===== config.mk =====
export PLATFORM = sky130hd
export DESIGN_NAME = wheel_pulse_interpolator
export DESIGN_NICKNAME = d
export VERILOG_FILES = /design/src/hdl/wpi_pkg.sv /design/src/hdl/wheel_pulse_interpolator.sv /design/src/hdl/wpi_div.sv
export SDC_FILE = /design/constraint.sdc
export NUM_CORES = 2
export LEC_CHECK = 0
export ABC_CLOCK_PERIOD_IN_PS = 34600
export BUFFER_PORTS_ARGS = -buffer_cell sky130_fd_sc_hd__buf_2
export CAP_MARGIN = 10
export CORE_MARGIN = 2
export CORE_UTILIZATION = 45
export CTS_CLUSTER_SIZE = 40
export DETAILED_ROUTE_END_ITERATION = 12
export PLACE_DENSITY_LB_ADDON = 0.1
export SYNTH_ARGS = -nofsm -noshare
export SYNTH_HDL_FRONTEND = slang
export SYNTH_SLANG_ARGS = --single-unit
export TNS_END_PERCENT = 20

===== constraint.sdc =====
create_clock -name aclk -period 34.6 [get_ports aclk]
set_input_delay 1.73 -clock aclk [delete_from_list [all_inputs] [get_ports aclk]]
set_output_delay 1.73 -clock aclk [all_outputs]
set_load 0.005 [all_outputs]

===== src/hdl/wpi_pkg.sv =====
// Shared types, constants and codes for the wheel pulse interpolator.
`timescale 1ns / 1ps
package wpi_pkg;

    localparam int RING_DEPTH = 16;
    localparam int PTR_W      = $clog2(RING_DEPTH);
    localparam int NUM_WHEELS = 4;
    localparam int WHL_W      = $clog2(NUM_WHEELS);
    localparam int CNT_W      = 16;
    localparam int WRAP_W     = 8;
    localparam int LAG_W      = 4;
    localparam int DIV_W      = 36;
    localparam int DEN_W      = CNT_W + 4;
    localparam int DIV_CNT_W  = $clog2(DIV_W);

    localparam logic [CNT_W-1:0] STEP_LIMIT_RST = 16'd600;
    localparam logic [CNT_W-1:0] ROLL_LIMIT_RST = 16'd8;
    localparam logic [LAG_W-1:0] LAG_RST        = 4'd4;

    localparam logic [1:0] CFG_ROLL_EN    = 2'd0;
    localparam logic [1:0] CFG_STEP_LIMIT = 2'd1;
    localparam logic [1:0] CFG_ROLL_LIMIT = 2'd2;
    localparam logic [1:0] CFG_LAG        = 2'd3;

    localparam logic REQ_STORE  = 1'b0;
    localparam logic STATUS_OK  = 1'b0;
    localparam logic STATUS_ERR = 1'b1;

    typedef enum logic [1:0] {
        AV_INIT  = 2'd0,
        AV_ERROR = 2'd1,
        AV_READY = 2'd2
    } avail_t;

    typedef enum logic [3:0] {
        ST_IDLE,
        ST_WRITE,
        ST_ROLL,
        LN_SCAN,
        LN_RD1,
        LN_RD2,
        LN_CHK,
        LN_MUL,
        LN_D1S,
        LN_D1W,
        LN_SUM,
        ST_FAIL,
        ST_DONE
    } state_t;

    typedef struct packed {
        logic             req_type;
        logic [CNT_W-1:0] stamp;
        logic [CNT_W-1:0] count_w0;
        logic [CNT_W-1:0] count_w1;
        logic [CNT_W-1:0] count_w2;
        logic [CNT_W-1:0] count_w3;
    } in_t;

    typedef struct packed {
        logic              status;
        logic [CNT_W-1:0]  lin_w0;
        logic [CNT_W-1:0]  lin_w1;
        logic [CNT_W-1:0]  lin_w2;
        logic [CNT_W-1:0]  lin_w3;
        logic [WRAP_W-1:0] wraps_w0;
        logic [WRAP_W-1:0] wraps_w1;
        logic [WRAP_W-1:0] wraps_w2;
        logic [WRAP_W-1:0] wraps_w3;
        logic              renew_ref;
        logic [1:0]        avail;
    } out_t;

    typedef struct packed {
        logic             start;
        logic [DIV_W-1:0] num;
        logic [DEN_W-1:0] den;
    } div_req_t;

    typedef struct packed {
        logic             done;
        logic [DIV_W-1:0] quo;
    } div_rsp_t;

endpackage


===== src/hdl/wheel_pulse_interpolator.sv =====
// Top level: sample ring, roll detection and linearize sequencer for four wheels.
`timescale 1ns / 1ps
// Store transaction: writes with the previous entry in hand and reads the lag entry, then
//   does the roll update, then loads the result register; the next accept waits for idle.
// Linearize: scan of every ring entry, fetch the pair and check steps, then for each wheel
//   multiply, one 36-step pass of the shared serial divider, sum; the divider is skipped if
//   the pair shares a timestamp, and the result is an error if no sample or a step is too big.
// One transaction at a time; s_ready is high only while the sequencer is idle.
// Reset (aresetn low, synchronous): ring valid bits cleared so every entry reads zero,
//   pointers and wrap counters zero, registers back to their defaults.
module wheel_pulse_interpolator (
    input  logic                      aclk,
    input  logic                      aresetn,
    input  logic                      s_valid,
    output logic                      s_ready,
    input  wpi_pkg::in_t              s_data,
    output logic                      m_valid,
    input  logic                      m_ready,
    output wpi_pkg::out_t             m_data,
    input  logic                      cfg_we,
    input  logic [1:0]                cfg_idx,
    input  logic [wpi_pkg::CNT_W-1:0] cfg_data
);
    localparam int P = wpi_pkg::PTR_W;
    localparam int C = wpi_pkg::CNT_W;
    localparam int R = wpi_pkg::WRAP_W;
    localparam int N = wpi_pkg::NUM_WHEELS;

    typedef logic [N-1:0][C-1:0] cnts_t;
    typedef logic [N-1:0][R-1:0] wraps_t;

    // config
    logic                       roll_en_reg;
    logic [C-1:0]               step_limit_reg;
    logic [C-1:0]               roll_limit_reg;
    logic [wpi_pkg::LAG_W-1:0]  lag_reg;

    // control state
    wpi_pkg::state_t state_reg, state_next;
    wpi_pkg::avail_t avail_reg;
    logic [P-1:0]    wp_reg;
    logic [P-1:0]    pos_reg;
    wraps_t          wrap_now_reg;
    wraps_t          wrap_seen_reg;
    logic [C-1:0]    roll_ref_reg;
    logic [C-1:0]    roll_count_reg;
    logic            stop_reg;
    logic            standing_reg;
    logic            m_valid_reg;
    wpi_pkg::out_t   m_data_reg;

    // ring memories, one read port shared by address, valid bit per row
    logic [C-1:0]          mem_stamp [wpi_pkg::RING_DEPTH];
    cnts_t                 mem_count [wpi_pkg::RING_DEPTH];
    wraps_t                mem_wraps [wpi_pkg::RING_DEPTH];
    logic [wpi_pkg::RING_DEPTH-1:0] vld_reg;
    logic [P-1:0]          rd_addr;
    logic [C-1:0]          rd_stamp_reg;
    cnts_t                 rd_count_reg;
    wraps_t                rd_wraps_reg;
    logic                  rd_vld_reg;
    logic [C-1:0]          rd_stamp;
    cnts_t                 rd_count;
    wraps_t                rd_wraps;
    logic                  wr_en;
    wraps_t                wr_wraps;

    // transaction data
    wpi_pkg::in_t in_reg;
    cnts_t        cnt_in;
    logic [P:0]   scan_reg;
    logic         found_reg;
    logic [C-1:0] best_reg;
    logic [P-1:0] i1_reg;
    cnts_t        c1_reg;
    wraps_t       wr1_reg;
    wraps_t       wr2_reg;
    cnts_t        dc_reg;
    logic [C-1:0] dt_reg;
    logic [C-1:0] trf_reg;
    logic [wpi_pkg::WHL_W-1:0] w_reg;
    logic [2*C-1:0]            prod_reg;
    logic [C-1:0]              inc_reg;
    cnts_t                     res_lin_reg;
    wraps_t                    res_wrap_reg;
    logic                      res_status_reg;
    logic                      res_renew_reg;

    wpi_pkg::div_req_t div_req;
    wpi_pkg::div_rsp_t div_rsp;

    // datapath helpers
    logic              first_store;
    wraps_t            wrap_new;
    logic [C-1:0]      tick;
    logic              take;
    logic [P-1:0]      scan_idx;
    cnts_t             dc_now;
    logic              step_err;
    logic [wpi_pkg::DIV_W-1:0] prod_x10;
    logic [wpi_pkg::DIV_W-1:0] dt_x5;
    logic [wpi_pkg::DEN_W-1:0] dt_x10;
    logic [C-1:0]      lin_now;
    logic [R-1:0]      src_wrap;

    wpi_div u_div (
        .aclk    (aclk),
        .aresetn (aresetn),
        .req     (div_req),
        .rsp     (div_rsp)
    );

    assign s_ready = (state_reg == wpi_pkg::ST_IDLE);
    assign m_valid = m_valid_reg;
    assign m_data  = m_data_reg;

    assign cnt_in = {in_reg.count_w3, in_reg.count_w2, in_reg.count_w1, in_reg.count_w0};

    // entries never written read as zero
    assign rd_stamp = rd_vld_reg ? rd_stamp_reg : '0;
    assign rd_count = rd_vld_reg ? rd_count_reg : '0;
    assign rd_wraps = rd_vld_reg ? rd_wraps_reg : '0;

    assign first_store = (avail_reg == wpi_pkg::AV_INIT);
    always_comb begin
        for (int w = 0; w < N; w++) begin
            wrap_new[w] = wrap_now_reg[w] + R'(cnt_in[w] < rd_count[w]);
            dc_now[w]   = rd_count[w] - c1_reg[w];
        end
    end
    assign wr_wraps = first_store ? '0 : wrap_new;

    // a lag of zero compares the new entry with itself
    assign tick = (lag_reg == '0) ? '0 : (in_reg.count_w0 - rd_count[0]);

    assign scan_idx = scan_reg[P-1:0] - 1'b1;
    assign take = (scan_reg != '0) && (rd_stamp < in_reg.stamp) &&
                  (!found_reg || (rd_stamp > best_reg));

    always_comb begin
        step_err = 1'b0;
        for (int w = 0; w < N; w++) begin
            if (dc_now[w] > step_limit_reg) begin
                step_err = 1'b1;
            end
        end
    end

    // rounded (10*dc*trf/dt + 5)/10 in one pass: (10*dc*trf + 5*dt) / (10*dt)
    assign prod_x10 = {1'b0, prod_reg, 3'b000} + {3'b000, prod_reg, 1'b0};
    assign dt_x5    = {{(wpi_pkg::DIV_W-C-2){1'b0}}, dt_reg, 2'b00} +
                      {{(wpi_pkg::DIV_W-C){1'b0}}, dt_reg};
    assign dt_x10   = {1'b0, dt_reg, 3'b000} + {3'b000, dt_reg, 1'b0};
    assign lin_now  = c1_reg[w_reg] + inc_reg;
    assign src_wrap = (lin_now < c1_reg[w_reg]) ? wr2_reg[w_reg] : wr1_reg[w_reg];

    // sequencer
    always_comb begin
        state_next  = state_reg;
        rd_addr     = wp_reg - 1'b1;
        wr_en       = 1'b0;
        div_req     = '0;
        div_req.num = prod_x10 + dt_x5;
        div_req.den = dt_x10;
        unique case (state_reg)
            wpi_pkg::ST_IDLE: begin
                if (s_valid) begin
                    state_next = (s_data.req_type == wpi_pkg::REQ_STORE) ?
                                 wpi_pkg::ST_WRITE : wpi_pkg::LN_SCAN;
                end
            end
            wpi_pkg::ST_WRITE: begin
                wr_en      = 1'b1;
                rd_addr    = pos_reg - lag_reg;
                state_next = wpi_pkg::ST_ROLL;
            end
            wpi_pkg::ST_ROLL: state_next = wpi_pkg::ST_DONE;
            wpi_pkg::LN_SCAN: begin
                rd_addr = scan_reg[P-1:0];
                if (scan_reg == (P+1)'(wpi_pkg::RING_DEPTH)) begin
                    state_next = (found_reg || take) ? wpi_pkg::LN_RD1 : wpi_pkg::ST_FAIL;
                end
            end
            wpi_pkg::LN_RD1: begin
                rd_addr    = i1_reg;
                state_next = wpi_pkg::LN_RD2;
            end
            wpi_pkg::LN_RD2: begin
                rd_addr    = i1_reg + 1'b1;
                state_next = wpi_pkg::LN_CHK;
            end
            wpi_pkg::LN_CHK: state_next = step_err ? wpi_pkg::ST_FAIL : wpi_pkg::LN_MUL;
            wpi_pkg::LN_MUL: state_next = (dt_reg == '0) ? wpi_pkg::LN_SUM : wpi_pkg::LN_D1S;
            wpi_pkg::LN_D1S: begin
                div_req.start = 1'b1;
                state_next    = wpi_pkg::LN_D1W;
            end
            wpi_pkg::LN_D1W: if (div_rsp.done) state_next = wpi_pkg::LN_SUM;
            wpi_pkg::LN_SUM: begin
                state_next = (w_reg == wpi_pkg::WHL_W'(N - 1)) ?
                             wpi_pkg::ST_DONE : wpi_pkg::LN_MUL;
            end
            wpi_pkg::ST_FAIL: state_next = wpi_pkg::ST_DONE;
            wpi_pkg::ST_DONE: if (!m_valid_reg || m_ready) state_next = wpi_pkg::ST_IDLE;
            default: state_next = wpi_pkg::ST_IDLE;
        endcase
    end

    always_ff @(posedge aclk) begin
        if (!aresetn) begin
            state_reg <= wpi_pkg::ST_IDLE;
        end else begin
            state_reg <= state_next;
        end
    end

    // ring memory ports
    always_ff @(posedge aclk) begin
        if (wr_en) begin
            mem_stamp[pos_reg] <= in_reg.stamp;
            mem_count[pos_reg] <= cnt_in;
            mem_wraps[pos_reg] <= wr_wraps;
        end
        rd_stamp_reg <= mem_stamp[rd_addr];
        rd_count_reg <= mem_count[rd_addr];
        rd_wraps_reg <= mem_wraps[rd_addr];
    end

    always_ff @(posedge aclk) begin
        if (!aresetn) begin
            vld_reg    <= '0;
            rd_vld_reg <= 1'b0;
        end else begin
            rd_vld_reg <= vld_reg[rd_addr];
            if (wr_en) begin
                vld_reg[pos_reg] <= 1'b1;
            end
        end
    end

    // control and datapath registers
    always_ff @(posedge aclk) begin
        if (!aresetn) begin
            roll_en_reg    <= 1'b0;
            step_limit_reg <= wpi_pkg::STEP_LIMIT_RST;
            roll_limit_reg <= wpi_pkg::ROLL_LIMIT_RST;
            lag_reg        <= wpi_pkg::LAG_RST;
            avail_reg      <= wpi_pkg::AV_INIT;
            wp_reg         <= '0;
            wrap_now_reg   <= '0;
            wrap_seen_reg  <= '0;
            roll_ref_reg   <= '0;
            roll_count_reg <= '0;
            stop_reg       <= 1'b0;
            standing_reg   <= 1'b1;
            m_valid_reg    <= 1'b0;
        end else begin
            if (m_ready && (state_reg != wpi_pkg::ST_DONE)) begin
                m_valid_reg <= 1'b0;
            end
            if (cfg_we) begin
                unique case (cfg_idx)
                    wpi_pkg::CFG_ROLL_EN: begin
                        roll_en_reg <= cfg_data[0];
                        if (!cfg_data[0]) begin
                            stop_reg       <= 1'b0;
                            roll_count_reg <= '0;
                        end
                    end
                    wpi_pkg::CFG_STEP_LIMIT: step_limit_reg <= cfg_data;
                    wpi_pkg::CFG_ROLL_LIMIT: roll_limit_reg <= cfg_data;
                    wpi_pkg::CFG_LAG:        lag_reg <= cfg_data[wpi_pkg::LAG_W-1:0];
                    default: ;
                endcase
            end
            case (state_reg)
                wpi_pkg::ST_IDLE: begin
                    if (s_valid) begin
                        in_reg         <= s_data;
                        pos_reg        <= wp_reg;
                        scan_reg       <= '0;
                        found_reg      <= 1'b0;
                        w_reg          <= '0;
                        res_lin_reg    <= '0;
                        res_wrap_reg   <= '0;
                        res_status_reg <= wpi_pkg::STATUS_OK;
                        res_renew_reg  <= 1'b0;
                    end
                end
                wpi_pkg::ST_WRITE: begin
                    if (first_store) begin
                        avail_reg <= wpi_pkg::AV_ERROR;
                    end else begin
                        wrap_now_reg <= wrap_new;
                    end
                end
                wpi_pkg::ST_ROLL: begin
                    wp_reg <= pos_reg + 1'b1;
                    if (roll_en_reg) begin
                        standing_reg <= (tick == '0);
                        if (stop_reg || ((tick == '0) && !standing_reg)) begin
                            roll_ref_reg <= in_reg.count_w0;
                        end
                        if (stop_reg) begin
                            if ((tick == '0) && ((roll_count_reg +
                                (in_reg.count_w0 - roll_ref_reg)) > roll_limit_reg)) begin
                                res_renew_reg  <= 1'b1;
                                roll_count_reg <= '0;
                            end else begin
                                roll_count_reg <= roll_count_reg +
                                                  (in_reg.count_w0 - roll_ref_reg);
                            end
                        end else if (tick == '0) begin
                            stop_reg <= 1'b1;
                        end
                    end
                end
                wpi_pkg::LN_SCAN: begin
                    scan_reg <= scan_reg + 1'b1;
                    if (take) begin
                        found_reg <= 1'b1;
                        best_reg  <= rd_stamp;
                        i1_reg    <= scan_idx;
                    end
                end
                wpi_pkg::LN_RD2: begin
                    c1_reg  <= rd_count;
                    wr1_reg <= rd_wraps;
                end
                wpi_pkg::LN_CHK: begin
                    dc_reg  <= dc_now;
                    wr2_reg <= rd_wraps;
                    dt_reg  <= rd_stamp - best_reg;
                    trf_reg <= in_reg.stamp - best_reg;
                end
                wpi_pkg::LN_MUL: begin
                    prod_reg <= dc_reg[w_reg] * trf_reg;
                    inc_reg  <= '0;
                end
                wpi_pkg::LN_D1W: if (div_rsp.done) inc_reg <= div_rsp.quo[C-1:0];
                wpi_pkg::LN_SUM: begin
                    res_lin_reg[w_reg]   <= lin_now;
                    res_wrap_reg[w_reg]  <= src_wrap - wrap_seen_reg[w_reg];
                    wrap_seen_reg[w_reg] <= src_wrap;
                    w_reg                <= w_reg + 1'b1;
                    if (w_reg == wpi_pkg::WHL_W'(N - 1)) begin
                        avail_reg <= wpi_pkg::AV_READY;
                    end
                end
                wpi_pkg::ST_FAIL: begin
                    avail_reg      <= wpi_pkg::AV_ERROR;
                    res_status_reg <= wpi_pkg::STATUS_ERR;
                end
                wpi_pkg::ST_DONE: begin
                    if (!m_valid_reg || m_ready) begin
                        m_valid_reg          <= 1'b1;
                        m_data_reg.status    <= res_status_reg;
                        m_data_reg.lin_w0    <= res_lin_reg[0];
                        m_data_reg.lin_w1    <= res_lin_reg[1];
                        m_data_reg.lin_w2    <= res_lin_reg[2];
                        m_data_reg.lin_w3    <= res_lin_reg[3];
                        m_data_reg.wraps_w0  <= res_wrap_reg[0];
                        m_data_reg.wraps_w1  <= res_wrap_reg[1];
                        m_data_reg.wraps_w2  <= res_wrap_reg[2];
                        m_data_reg.wraps_w3  <= res_wrap_reg[3];
                        m_data_reg.renew_ref <= res_renew_reg;
                        m_data_reg.avail     <= avail_reg;
                    end
                end
                default: ;
            endcase
        end
    end

    // once a transaction is taken the sequencer is busy next cycle
    a_busy_after_accept: assert property (@(posedge aclk) disable iff (!aresetn)
        s_valid && s_ready |=> !s_ready)
        else $error("input taken twice in a row");

    // a nonzero interpolated count only comes from a successful linearize
    a_avail_not_init: assert property (@(posedge aclk) disable iff (!aresetn)
        m_valid && m_data.status == wpi_pkg::STATUS_OK && m_data.renew_ref == 1'b0 &&
        m_data.lin_w0 != '0 |-> m_data.avail == wpi_pkg::AV_READY)
        else $error("interpolated count without available data");

    // error results carry no wheel 0 count or wraps and report an error availability
    a_err_zero: assert property (@(posedge aclk) disable iff (!aresetn)
        m_valid && m_data.status == wpi_pkg::STATUS_ERR |->
        m_data.lin_w0 == '0 && m_data.wraps_w0 == '0 && m_data.avail == wpi_pkg::AV_ERROR)
        else $error("error result with payload");

endmodule


===== src/hdl/wpi_div.sv =====
// Bit-serial restoring divider, one quotient bit per cycle while busy.
`timescale 1ns / 1ps
module wpi_div (
    input  logic              aclk,
    input  logic              aresetn,
    input  wpi_pkg::div_req_t req,
    output wpi_pkg::div_rsp_t rsp
);
    logic [wpi_pkg::DEN_W-1:0]     rem_reg;
    logic [wpi_pkg::DIV_W-1:0]     quo_reg;
    logic [wpi_pkg::DEN_W-1:0]     den_reg;
    logic [wpi_pkg::DIV_CNT_W-1:0] cnt_reg;
    logic                          busy_reg;
    logic                          done_reg;
    logic [wpi_pkg::DEN_W:0]       trial;
    logic                          fits;

    assign trial = {rem_reg, quo_reg[wpi_pkg::DIV_W-1]};
    assign fits  = trial >= {1'b0, den_reg};

    always_ff @(posedge aclk) begin
        if (!aresetn) begin
            busy_reg <= 1'b0;
            done_reg <= 1'b0;
            cnt_reg  <= '0;
        end else begin
            done_reg <= 1'b0;
            if (req.start) begin
                busy_reg <= 1'b1;
                cnt_reg  <= '0;
                rem_reg  <= '0;
                quo_reg  <= req.num;
                den_reg  <= req.den;
            end else if (busy_reg) begin
                rem_reg <= fits ? wpi_pkg::DEN_W'(trial - {1'b0, den_reg})
                                : trial[wpi_pkg::DEN_W-1:0];
                quo_reg <= {quo_reg[wpi_pkg::DIV_W-2:0], fits};
                cnt_reg <= cnt_reg + 1'b1;
                if (cnt_reg == wpi_pkg::DIV_CNT_W'(wpi_pkg::DIV_W - 1)) begin
                    busy_reg <= 1'b0;
                    done_reg <= 1'b1;
                end
            end
        end
    end

    assign rsp.done = done_reg;
    assign rsp.quo  = quo_reg;
endmodule

# Word level (Yosys, flattened, before mapping)
# Memory sizes are Yosys's and may differ from the RTL's. A register that Yosys moved wholly into a read port is not among the register bits.
# Index checks and enable logic that the tools add are counted.
# totals
register_bits,829
latch_bits,0
mem_bits_rw,1792
romBits,0
in_bits,104
out_inout_bits,102
word_cells,309
mem_count,3
# classes
add_sub_neg,28
n_mul,1
n_div,0
order_cmp,18
n_eq_ne,29
shift,0
n_mux,92
bitwise,4
reduce_logical,54
# memory_table
memory,words,word_bits,rd,rd_clocked_by_memory_dff,wr,line_no,text
mem_count,16,64,1,1,1,wheel_pulse_interpolator.sv:54,cnts_t mem_count [wpi_pkg::RING_DEPTH];
mem_wraps,16,32,1,1,1,wheel_pulse_interpolator.sv:55,wraps_t mem_wraps [wpi_pkg::RING_DEPTH];
mem_stamp,16,16,1,1,1,wheel_pulse_interpolator.sv:53,logic [C-1:0] mem_stamp [wpi_pkg::RING_DEPTH];
# ops
cell,count
$mux W16,13
$mux W64,2
$pmux W64 S2,1
$sub A16 B16 Y16,8
$gt A16 B16 Y1,6
$lt A16 B16 Y1,6
$mux W32,3
$mux W36,2
$bmux W16 S2,2
$bwmux W32,2
$bwmux W64,1
$pmux W32 S2,1
$bmux W8 S2,3
$pmux W4 S12,1
$mux W20,2
$mux W8,5
$add A35 B33 Y36,1
$add A36 B19 Y36,1
$add A16 B16 Y16,2
$add A8 B1 Y8,4
$demux W16 S2,1
$logic_not A16 Y1,2
$mul A16 B16 Y32,1
$pmux W16 S2,1
other kinds (54),155

# Depth between registers and ports, before layout
# logic_depth
depth_word,9
mapped_depth,37
mapped_depth_nobuf,32

# Modules after synthesis
# A second synthesis with hierarchy kept.
# hier_totals
cells_unflattened,10180
hier_area_um2,128590.8
# by_module_without_submodules
mod,instances,cells_each,area_per_inst_um2,seq_area_each_um2
wheel_pulse_interpolator,1,9765,123749.9,76793.7
wpi_div,1,415,4840.9,2442.3

# Least setup slack after synthesis
# Ideal clock, no wire load.
# synth_timing
kind,input to register
start,in aresetn
end,"reg m_data_reg, in the netlist m_data[0], enable pin"
setup_ns,0.804
arrival_ns,11.466
required_time_ns,33.796
slack_ns,22.330
stages,3
n_path_buf,1
cell_sequence,inv_1 > clkbuf_1 > nor4_1
# synth_via
elab_chain_len,1
# synth_rtl
item,line_no,text
start: declaration,wheel_pulse_interpolator.sv:13,"input logic aresetn,"
$reduce_and A3 Y1 (no source line),-,
end: declaration,wheel_pulse_interpolator.sv:50,wpi_pkg::out_t m_data_reg;
# No other way between the ends.
# A chain may end at the register's enable or synchronous reset.

# Worst setup path in the final report
# layout_timing
start,reg w_reg[0] (netlist name)
end,reg res_wrap_reg[15] (netlist name) (data pin)
# layout_via
elab_chain_len,8
word_cells_on_any_way,19
cone_classes,add/sub (2); order compare (3); mux (13); reduce/logical (1)
# layout_rtl
item,line_no,text
start: declaration,wheel_pulse_interpolator.sv:81,logic [wpi_pkg::WHL_W-1:0] w_reg;
start signal: assignment,wheel_pulse_interpolator.sv:345,w_reg <= w_reg + 1'b1;
$bmux W16 S2,"wheel_pulse_interpolator.sv:154, wheel_pulse_interpolator.sv:155",
$mux W16 (implied by the code),"wheel_pulse_interpolator.sv:154, wheel_pulse_interpolator.sv:155",
$add A16 B16 Y16,wheel_pulse_interpolator.sv:154,assign lin_now = c1_reg[w_reg] + inc_reg;
$lt A16 B16 Y1,wheel_pulse_interpolator.sv:155,assign src_wrap = (lin_now < c1_reg[w_reg]) ? wr2_reg[w_reg] : wr1_reg[w_reg];
$mux W8 (*),wheel_pulse_interpolator.sv:155,
named net src_wrap[1],wheel_pulse_interpolator.sv:104,logic [R-1:0] src_wrap;
$sub A8 B8 Y8 (*),wheel_pulse_interpolator.sv:343,res_wrap_reg[w_reg] <= src_wrap - wrap_seen_reg[w_reg];
$bwmux W32 (*),wheel_pulse_interpolator.sv:343,
$pmux W32 S2 (*),wheel_pulse_interpolator.sv:276,case (state_reg)
end signal: indexed assignment,wheel_pulse_interpolator.sv:343,
end: declaration,wheel_pulse_interpolator.sv:85,wraps_t res_wrap_reg;
# Mark *: on every way through the listed nets, which the timed path passes. The rest lies on a longest branch. The select of a mux whose other input is x is not followed.

==> results summary <==
The detailed placement HPWL is 215,000 um. The total global routing track utilization came out at 23.9%. For hold timing, the worst endpoint is m_data[18]. The area of the multi-input gates came out at 43,900 sq um. The normalized max-slew margin is 22.0%.

For this design, the sink count on the clock tree is 2,732. The worst-case clock buffer depth came out at 4. From bottom edge to top edge, the die measures 536 um. The largest registers in the layout are mem_count (1024), mem_wraps (512), mem_stamp (256). The final estimated routing congestion in global placement came out at 0.892. In the post-synthesis netlist, the biggest area contributors are sky130_fd_sc_hd__edfxtp_1, sky130_fd_sc_hd__ha_1, sky130_fd_sc_hd__dfxtp_1. The worst hold path begins at res_wrap_reg[23]. The average wire length per cell after detail routing is 24.7 um.

The count of pins on the block boundary is 206. Tracing the worst setup path back leads to its startpoint at w_reg[0]. The netlist uses 102 different library cells. The worst register-to-register path begins at w_reg[0].

The number of fill cells came out at 24,200. The H-tree depth came out at 5. The final hold violation count came out at 0. The post-layout total power is 13,900 uW.

The buffer type at the clock tree root is sky130_fd_sc_hd__clkbuf_16. The slowest stage of the critical path belongs to the cell sky130_fd_sc_hd__mux4_2. For this design, the CTS-stage hold fixing added 0 buffers. The fraction of final layout cells with drive strength greater than 1 is 8.96%. The worst reg2reg path depth came out at 30. The final worst-path cycle share came out at 24.0%. Among all flip-flop cells after synthesis, the most frequent one is sky130_fd_sc_hd__edfxtp_1.

The worst hold path cell count is 0. For this run, the top clock speed supported by timing is 0.120 GHz. During placement, the flow inserted port buffers numbering 205. The total nets after synthesis came out at 10,900.

The final-stage net count came out at 11,000. The detailed router finished its first iteration with 6,191 violations. The fraction of registers with async set or reset after synthesis came out at 0%. The critical path is of the flop to flop type. In this run the cell area of the synthesized design comes to 127,000 sq um. The yosys synthesis warning count came out at 0. The clock-pin transition on the worst setup and hold timing paths came out at 0.06 ns. The run finished with clean final reports. For this design the ratio of total power to cell area is 97.7 nW/um^2. Buffers added to address setup during post-CTS repair amount to 0. The biggest cell delay along the critical path is 0.67 ns. For this design the static power due to leakage is 0.0515 uW. The worst setup path is captured at a flop. IR analysis of the VDD net gives a maximum drop of 0.136 mV.

The die is 536 um wide. The count of maximum capacitance violations is 0. The aggregate global routing overflow came out at 0. The flip-flop count of the largest register, all copies and words added came out at 1,024. The detail route stage leaves a number of antenna-violating nets equal to 0.

The core region is 282,000 sq um. The register-to-register setup slack came out at 26.29 ns. The first global-routing pass estimated 516,000 um of wire. The most numerous cell in the Yosys netlist is sky130_fd_sc_hd__edfxtp_1. Row generation in the floorplan step produced 195 rows. The CTS tree is yes. The fraction of the core area covered by cells at the end of the flow is 50.6%.

The number of synthesized flops with an enable pin came out at 2,449. The kind of path behind the tightest hold check is flop to flop. The largest net degree at the start of global routing is 196. The post-cts repair resize count is 0. The count of final max-slew check failures is 0.

Using the TritonRoute via totals, the vias-per-cell ratio works out to 5.67. mem_count holds more flip-flops than any other register. For this run, design rule violations remaining after detail routing come to 0. The top-area cell type share of the netlist area is 57.7%. The initial antenna violation count is 13. The actual slew at the worst max-slew pin is 1.16 ns. Setup repair after global routing left no endpoint under its margin. The maximum fanout along the worst path is 34. The starting utilization of the core area is 45.2%. The via count of the first global-routing pass is 78,700. Registers take 79,200 sq um. The pre-antenna-repair detailed-routing pass consisted of 6 iterations. Setup violations remaining at the end of the flow were counted as 0.

The via count is 80,300. By count the netlist is led by sky130_fd_sc_hd__edfxtp_1, sky130_fd_sc_hd__nand2_1, sky130_fd_sc_hd__inv_1. The total wire length came out at 349,000 um.

The endpoint identified for the worst register-to-register timing path is res_wrap_reg[15]. The layout overhead on the synthesized area came out at 11.9%. The later pin in the worst-skew pair is clocked with a latency of 0.94 ns. The arrival time of the worst setup path came out at 8.87 ns.

The synthesized area per cell is 12.7 sq um. STA classifies the critical path startpoint as a flop. The synthesized instance count came out at 10,000. The biggest area contributor in the post-synthesis netlist is sky130_fd_sc_hd__edfxtp_1.

The cell that appears most often on the critical path is sky130_fd_sc_hd__a21oi_1. The minimum clock period is 8.31 ns. The final worst clock skew came out at 0.0765 ns. The final sum of negative setup slack came out at 0 ns. The endpoint required time on the critical path is 35.16 ns. The synthesis-stage register bit count came out at 2,732. The die covers 287,000 sq um.

The number of CTS-inserted buffers came out at 304. Of the synthesized area, sequential elements account for 62.2%.
[critical path, delay by kind of cell, from the launching register on]
| kind | cells | cell delay [ns] |
|---|---|---|
| and+or+nand+nor | 4 | 1.09 |
| AOI/OAI and AO/OA | 16 | 2.74 |
| muxes | 2 | 1.12 |
| buffers and inverters | 2 | 0.69 |
| DFF | 1 | 0.34 |
| xor gates and xnor gates | 3 | 1.03 |
| adders and majority gates | 3 | 0.97 |
[how the worst max path moves through the flow]
stage                             to  slack (ns)  depth (start not counted)
global route        res_wrap_reg[15]       25.67                         33
CTS                 res_wrap_reg[15]       26.23                         30
detailed placement  res_wrap_reg[15]       26.25                         30
floorplan                  m_data[0]       22.33                          3
global placement    res_wrap_reg[15]       26.21                         33
finish              res_wrap_reg[15]       26.29                         30
[per-layer routing]
metal,track usage [%],up-vias,routed length (um)
met5,0,-,280
met4,6.39,4,9290
li1,-,37000,-
met3,2.77,501,15700
met2,38.9,2015,165000
met1,34.1,40800,159000
[layout by cell type (no fill, tap or decap), types with 205 or more instances in the layout]
| cell type | count |
|---|---|
| sky130_fd_sc_hd__edfxtp_1 | 2449 |
| sky130_fd_sc_hd__nand2_1 | 1375 |
| sky130_fd_sc_hd__inv_1 | 646 |
| sky130_fd_sc_hd__and2_1 | 636 |
| sky130_fd_sc_hd__a211oi_1 | 629 |
| sky130_fd_sc_hd__ha_1 | 527 |
| sky130_fd_sc_hd__a21oi_1 | 456 |
| sky130_fd_sc_hd__nor2_1 | 433 |
| sky130_fd_sc_hd__clkbuf_16 | 312 |
| sky130_fd_sc_hd__dfxtp_1 | 282 |
| sky130_fd_sc_hd__fa_1 | 251 |
| sky130_fd_sc_hd__a31oi_1 | 246 |
| sky130_fd_sc_hd__a311oi_1 | 227 |
| sky130_fd_sc_hd__buf_2 | 205 |
[metrics by stage]
stage	setup WS, ns	area (sq um)	instances	hold slack (ns)
floorplan	22.33	127000	10000	0.400
global placement	26.21	132000	13600	0.438
detailed placement	26.25	132000	13600	0.432
CTS	26.23	143000	14200	0.440
global route	25.67	143000	14200	0.447
finish	26.29	143000	14200	0.441
[logic make-up after synthesis]
group	after synthesis	synth area share, %
xor+xnor	226	1.55
compound gates	2092	11.3
simple gates	2853	10.4
mux	171	1.90
fa+ha+maj	781	9.15
buf+inv	1178	3.56
flops	2732	62.2
[power breakdown]
group	switching [uW]	leakage, uW	internal (uW)
clock network	1340	0.00493	1930
logic	4210	0.0222	2230
registers	164	0.0244	4040
total	5720	0.0515	8200
[area by class of cell]
class	instances	share of cell area, %
diodes	2	0.00351
clock buffers	413	5.93
clock inverters	146	1.17
inverters	651	1.72
multi-input cells	6123	30.8
flip-flops and latches	2732	55.6
well taps	3743	3.29
repair buffers	343	1.52
No activity file was read; power rests on OpenSTA's default activity.
